--- src/hw/rtl/avd_pkg.sv ---
package avd_pkg;

  // Converter scaling: voltage = ((sum * 33 + 511) / 1023) / 4
  localparam int unsigned SampleWidth  = 10;
  localparam int unsigned SumWidth     = 12;
  localparam int unsigned ScaledWidth  = 18;
  localparam int unsigned VoltWidth    = 6;
  localparam int unsigned SegWidth     = 7;
  localparam int unsigned PeriodWidth  = 8;

  localparam logic [ScaledWidth-1:0] ScaleRound = 18'd511;

  // Both divisions fold into one floor division by 4092, done as a
  // multiplication by ceil(2^30 / 4092). This is exact for every
  // scaled value below 2^18.
  localparam int unsigned RecipWidth = 19;
  localparam int unsigned RecipShift = 30;
  localparam logic [RecipWidth-1:0] Recip = 19'd262401;
  localparam int unsigned ProdWidth = ScaledWidth + RecipWidth;

  localparam logic [PeriodWidth-1:0] PeriodReset = 8'd25;

  typedef logic [VoltWidth-1:0] volt_t;
  typedef logic [SegWidth-1:0]  seg_t;

  typedef struct packed {
    logic [3:0] tens;
    logic [3:0] units;
  } digits_t;

  // Decimal split of a 6-bit value by a short compare chain.
  function automatic digits_t split_digits(input volt_t v);
    digits_t d;
    logic [3:0] t;
    logic [VoltWidth-1:0] rem;
    if (v >= 6'd60) begin
      t = 4'd6;
    end else if (v >= 6'd50) begin
      t = 4'd5;
    end else if (v >= 6'd40) begin
      t = 4'd4;
    end else if (v >= 6'd30) begin
      t = 4'd3;
    end else if (v >= 6'd20) begin
      t = 4'd2;
    end else if (v >= 6'd10) begin
      t = 4'd1;
    end else begin
      t = 4'd0;
    end
    rem = v - VoltWidth'({t, 3'b000} + {2'b00, t, 1'b0});
    d.tens = t;
    d.units = rem[3:0];
    return d;
  endfunction

  // Standard hex seven-segment table, bit 0 is segment a.
  function automatic seg_t seg_pattern(input logic [3:0] digit);
    seg_t s;
    case (digit)
      4'h0: s = 7'h3F;
      4'h1: s = 7'h06;
      4'h2: s = 7'h5B;
      4'h3: s = 7'h4F;
      4'h4: s = 7'h66;
      4'h5: s = 7'h6D;
      4'h6: s = 7'h7D;
      4'h7: s = 7'h07;
      4'h8: s = 7'h7F;
      4'h9: s = 7'h6F;
      4'hA: s = 7'h77;
      4'hB: s = 7'h7C;
      4'hC: s = 7'h39;
      4'hD: s = 7'h5E;
      4'hE: s = 7'h79;
      4'hF: s = 7'h71;
      default: s = 7'h00;
    endcase
    return s;
  endfunction

endpackage

--- src/hw/rtl/avd_scale.sv ---
module avd_scale
  import avd_pkg::*;
(
  input  logic [SumWidth-1:0] sum,
  output volt_t               voltage
);

  logic [ScaledWidth-1:0] scaled;
  logic [ProdWidth-1:0]   prod;

  // Multiply by 33 as a shift and add, then add the rounding term.
  assign scaled = ScaledWidth'({sum, 5'b00000}) + ScaledWidth'(sum) + ScaleRound;

  // Floor division by 4092 through the reciprocal.
  assign prod = ProdWidth'(scaled) * ProdWidth'(Recip);
  assign voltage = prod[RecipShift +: VoltWidth];

endmodule

--- src/hw/rtl/adc_average_voltmeter_display_unit.sv ---
// Pipeline: a request passes through one input register, then the result register.
// Throughput: one request per cycle; in_stall rises only when both stages are full
// and the result is stalled.
// Reset (synchronous): both stages empty, tick count and voltage_hold zero,
// tens digit shown first, update_period back to 25.
module adc_average_voltmeter_display_unit
  import avd_pkg::*;
(
  input  logic                   clk,
  input  logic                   rst,
  input  logic                   cfg_write,
  input  logic [PeriodWidth-1:0] cfg_data,
  input  logic                   in_valid,
  output logic                   in_stall,
  input  logic [SampleWidth-1:0] sample_0,
  input  logic [SampleWidth-1:0] sample_1,
  input  logic [SampleWidth-1:0] sample_2,
  input  logic [SampleWidth-1:0] sample_3,
  output logic                   out_valid,
  input  logic                   out_stall,
  output seg_t                   segments,
  output logic                   tens_digit_on,
  output volt_t                  held_voltage
);

  logic [PeriodWidth-1:0] update_period;
  logic [PeriodWidth-1:0] tick_count;
  logic [PeriodWidth-1:0] tick_count_next;
  logic [PeriodWidth:0]   tick_inc;
  logic                   show_units;
  volt_t                  voltage_hold;

  logic                   s1_valid;
  logic                   s1_update;
  logic                   s1_show_units;
  logic [SumWidth-1:0]    s1_sum;
  logic [SumWidth-1:0]    sum_in;

  logic                   in_accept;
  logic                   out_ready;
  logic                   s1_adv;
  volt_t                  scaled_volt;
  volt_t                  volt_now;
  digits_t                digits;

  // Handshake control.
  assign out_ready = !out_valid || !out_stall;
  assign s1_adv    = s1_valid && out_ready;
  assign in_stall  = s1_valid && !out_ready;
  assign in_accept = in_valid && !in_stall;

  // Configuration register.
  always_ff @(posedge clk) begin
    if (rst) begin
      update_period <= PeriodReset;
    end else if (cfg_write) begin
      update_period <= cfg_data;
    end
  end

  // Tick counter wraps once the next count reaches the period.
  assign tick_inc = {1'b0, tick_count} + 9'd1;
  assign tick_count_next = (tick_inc >= {1'b0, update_period}) ? '0
                                                               : tick_inc[PeriodWidth-1:0];

  assign sum_in = SumWidth'(sample_0) + SumWidth'(sample_1)
                + SumWidth'(sample_2) + SumWidth'(sample_3);

  // Input stage: sum the samples and note the per-request sequencing state.
  always_ff @(posedge clk) begin
    if (rst) begin
      s1_valid   <= 1'b0;
      tick_count <= '0;
      show_units <= 1'b0;
    end else begin
      if (in_accept) begin
        s1_valid   <= 1'b1;
        tick_count <= tick_count_next;
        show_units <= !show_units;
      end else if (s1_adv) begin
        s1_valid <= 1'b0;
      end
    end
  end

  always_ff @(posedge clk) begin
    if (in_accept) begin
      s1_sum        <= sum_in;
      s1_update     <= (tick_count == '0);
      s1_show_units <= show_units;
    end
  end

  avd_scale u_scale (
    .sum     (s1_sum),
    .voltage (scaled_volt)
  );

  assign volt_now = s1_update ? scaled_volt : voltage_hold;
  assign digits   = split_digits(volt_now);

  // Result stage and held voltage, both in request order.
  always_ff @(posedge clk) begin
    if (rst) begin
      out_valid    <= 1'b0;
      voltage_hold <= '0;
    end else begin
      if (s1_adv) begin
        out_valid    <= 1'b1;
        voltage_hold <= volt_now;
      end else if (out_ready) begin
        out_valid <= 1'b0;
      end
    end
  end

  always_ff @(posedge clk) begin
    if (s1_adv) begin
      segments      <= seg_pattern(s1_show_units ? digits.units : digits.tens);
      tens_digit_on <= !s1_show_units;
      held_voltage  <= volt_now;
    end
  end

  // A stall on the input only ever comes from a full input stage.
  assert property (@(posedge clk) disable iff (rst) in_stall |-> s1_valid)
    else $error("input stalled with an empty input stage");

  // A request in the input stage with room ahead moves to the result register.
  assert property (@(posedge clk) disable iff (rst) (s1_valid && !out_valid) |=> out_valid)
    else $error("request lost between stages");

  // The held voltage never exceeds 3.3 V.
  assert property (@(posedge clk) disable iff (rst) out_valid |-> (held_voltage <= 6'd33))
    else $error("held voltage out of range");

  // Consecutive results alternate between the tens and units displays.
  assert property (@(posedge clk) disable iff (rst)
                   (s1_adv && out_valid && !out_stall) |=> (tens_digit_on != $past(tens_digit_on)))
    else $error("display digits did not alternate");

endmodule
--- config.mk ---
export PLATFORM = sky130hd
export DESIGN_NAME = adc_average_voltmeter_display_unit
export DESIGN_NICKNAME = d
export VERILOG_FILES = /design/src/hw/rtl/avd_pkg.sv /design/src/hw/rtl/avd_scale.sv /design/src/hw/rtl/adc_average_voltmeter_display_unit.sv
export SDC_FILE = /design/constraint.sdc
export NUM_CORES = 1
export LEC_CHECK = 0
export BUFFER_PORTS_ARGS = -buffer_cell sky130_fd_sc_hd__buf_2
export CAP_MARGIN = 40
export CORE_MARGIN = 2
export CORE_UTILIZATION = 59
export DETAILED_ROUTE_END_ITERATION = 16
export GPL_ROUTABILITY_DRIVEN = 0
export PLACE_DENSITY = 0.88
export SLEW_MARGIN = 20
export SYNTH_ARGS = -nofsm -noshare
export SYNTH_HDL_FRONTEND = slang
export SYNTH_HIERARCHICAL = 1
export SYNTH_SLANG_ARGS = --single-unit
--- constraint.sdc ---
create_clock -name clk -period 8.7 [get_ports clk]
set_clock_uncertainty 0.1 [all_clocks]
set_input_delay 1.305 -clock clk [delete_from_list [all_inputs] [get_ports clk]]
set_output_delay 1.305 -clock clk [all_outputs]
set_load 0.03 [all_outputs]
==> flow_summary.json <==
{
  "cts_buffer_depth": 2,
  "worst_pin_slew_ps": 863,
  "vias_per_cell": 5.89,
  "synthFlopType": "edfxtp_1",
  "wire_per_inst_um": 14.8,
  "ctsResizeCount": 0,
  "fillCellCount": 702,
  "end_kind": "register",
  "synthesis.instances": 571,
  "area_delta_synth_final_pct": 10.2,
  "setup_viol": 0,
  "io_buffers": 68,
  "die_x_um": 101,
  "postCtsSetupRepairBufs": 0,
  "ys_ff_latch": 53,
  "drt-pass1-iter-count": 5,
  "postRouteAntennaNets": 0,
  "slew_headroom_pct": 41.9,
  "grt_use_total_pct": 23.1,
  "crit_arrival_ps": 8180,
  "yosysWarnings": 6,
  "initialDrtViolationCount": 217,
  "cts_tree": "built",
  "htreeDepth": 2,
  "post-route-drc-count": 0,
  "syn_avg_cell_area_um2": 9.76,
  "yosysTopAreaCell": "ha_1",
  "slowest_stage": "a211oi_1",
  "maxCapViolations": 0,
  "grt_overflow": 0,
  "syn-num-nets": 755,
  "die_y_um": 101,
  "die-area_mm2": 0.0102,
  "maxSlewViolCount": 0,
  "mappedNetlistArea_mm2": 0.00557,
  "hold_violations": 0,
  "grt_pass1_wl_um": 19100,
  "antenna-diode-count": 0,
  "seqCellArea_mm2": 0.00134,
  "post-route-period-util_pct": 94.3,
  "multiInputGateArea_mm2": 0.00387,
  "seq_area_frac_synth_pct": 24.1,
  "drt-total-wl_um": 11100,
  "cp_slowest_stage_delay_ps": 670,
  "antenna_found_initial": 0,
  "outcome": "completed",
  "min_period_ps": 8200,
  "async_flop_share_pct": 0,
  "synth_top_area_share_pct": 24.5,
  "clock_sinks": 53,
  "rows": 35,
  "core_area_mm2": 0.00920,
  "layout_commonest_cell": "ha_1",
  "nets": 823,
  "grt_max_degree": 25,
  "vias": 4421,
  "cts_buffers": 5,
  "fin_tns_setup_ps": 0,
  "cts_root_buffer": "clkbuf_8",
  "start_util_pct": 60.6,
  "path_common_cell": "ha_1",
  "insertion_delay_ps": 320,
  "cts_hold_buf": 0,
  "critPathLaunchType": "register",
  "grt_setup_unrepaired": "no",
  "max_freq_mhz": 122,
  "cts.clk_slew.worst_paths_ps": 90,
  "grt_pass1_vias": 4449,
  "cp.required_ps": 8680,
  "crit_fanout": 9,
  "num_io_pins": 69,
  "drive_above_1_share_pct": 17.7,
  "layout_common_cells": "ha_1 (109), inv_1 (79), buf_2 (68)",
  "synth.distinct_cells": 73,
  "synth_edf_count": 28,
  "hpwl_um": 9160,
  "synth_area_leaders": "ha_1 (24%), edfxtp_1 (15%), dfxtp_1 (9.0%), fa_1 (7.9%), inv_1 (5.3%)",
  "critPathKind": "register to register",
  "hold_class": "register to register"
}
[cell families after synthesis]
kind of cell	after synthesis	share of synthesized area, %
AND/OR/NAND/NOR	115	10.5
XOR/XNOR	36	5.93
buffers and inverters	93	6.60
AO/OA/AOI/OAI	126	16.3
flip-flops	53	24.1
adder cells (fa/ha/maj)	131	32.4
multiplexers	17	4.20
[routing by layer]
| layer | part of all wire, % | GRT usage (%) | vias to the layer above |
|---|---|---|---|
| met5 | 0 | 0 | - |
| met4 | 3.2 | 8.42 | 0 |
| met1 | 42 | 27.7 | 2081 |
| met2 | 50 | 41.8 | 144 |
| li1 | - | - | 2159 |
| met3 | 4.5 | 3.59 | 37 |
[path summary, 6_finish.rpt]
kind	from	endpoint	cells past startpoint	slack [ps]
max	s1_sum[1]	segments[4]	31	500
max reg2reg	s1_sum[1]	segments[4]	31	500
min reg2reg	show_units	s1_show_units	0	370
min	show_units	s1_show_units	0	370
[layout make-up]
type	count	share of cell area, %
multi-input cells	425	63.0
repair buffers	69	5.79
clock buffers	6	1.18
inverters	85	5.32
clock inverters	2	0.632
flip-flops and latches	53	21.8
well taps	111	2.26
[metrics by stage]
stage / cells / setup WS [ps] / cell area (um^2) / utilization (%) / hold slack (ps)
after floorplan: 571 / 1560 / 5570 / - / 329
after global placement: 742 / 1030 / 6010 / 65.4 / 338
after detailed placement: 743 / 639 / 6030 / 65.6 / 347
after CTS: 751 / 592 / 6140 / 66.8 / 368
after global routing: 751 / 6.93 / 6140 / 66.8 / 380
final: 751 / 500 / 6140 / 66.8 / 367
[cells in the mapped netlist, types with 2 or more instances]
cell type / n
fa_1: 22
nor2_1: 27
a31oi_1: 2
o211ai_1: 5
o211ai_2: 2
nand2b_1: 3
nor2b_1: 3
clkbuf_1: 6
a2bb2oi_1: 3
nand3_1: 12
o21ai_1: 3
a221o_1: 2
mux2i_1: 11
o22ai_1: 3
o21ai_0: 15
edfxtp_1: 28
inv_2: 3
nor2_4: 2
o221ai_1: 3
ha_1: 109
a21o_1: 10
nor3_1: 8
a211oi_1: 12
xnor2_1: 24
a21oi_1: 38
inv_1: 79
xor2_1: 10
and3_1: 4
o21a_1: 5
dfxtp_1: 25
a21oi_2: 3
nand2_1: 33
o21bai_1: 4
nand4_1: 5
and2_1: 2
xor2_2: 2
nor4_1: 3
mux2i_4: 5
[worst max-delay path: cells and delay by family (launching register included)]
family                     cells  cell delay (ps)
AOI/OAI and AO/OA              9             2510
xor gates and xnor gates       2              470
adders and majority gates      7             2150
buffers and inverters          4              490
DFF                            1              420
muxes                          2              430
and+or+nand+nor                7             1410
[flip-flops by register name (all words and copies together), names as in the netlist, 6 cells and up]
register,flops
tick_count,8
voltage_hold,6
update_period,8
segments,7
held_voltage,6
s1_sum,12
Power is left out: the tool's default activity adds up to more than one toggle a clock period on the data nets, which glitch-free logic cannot reach.
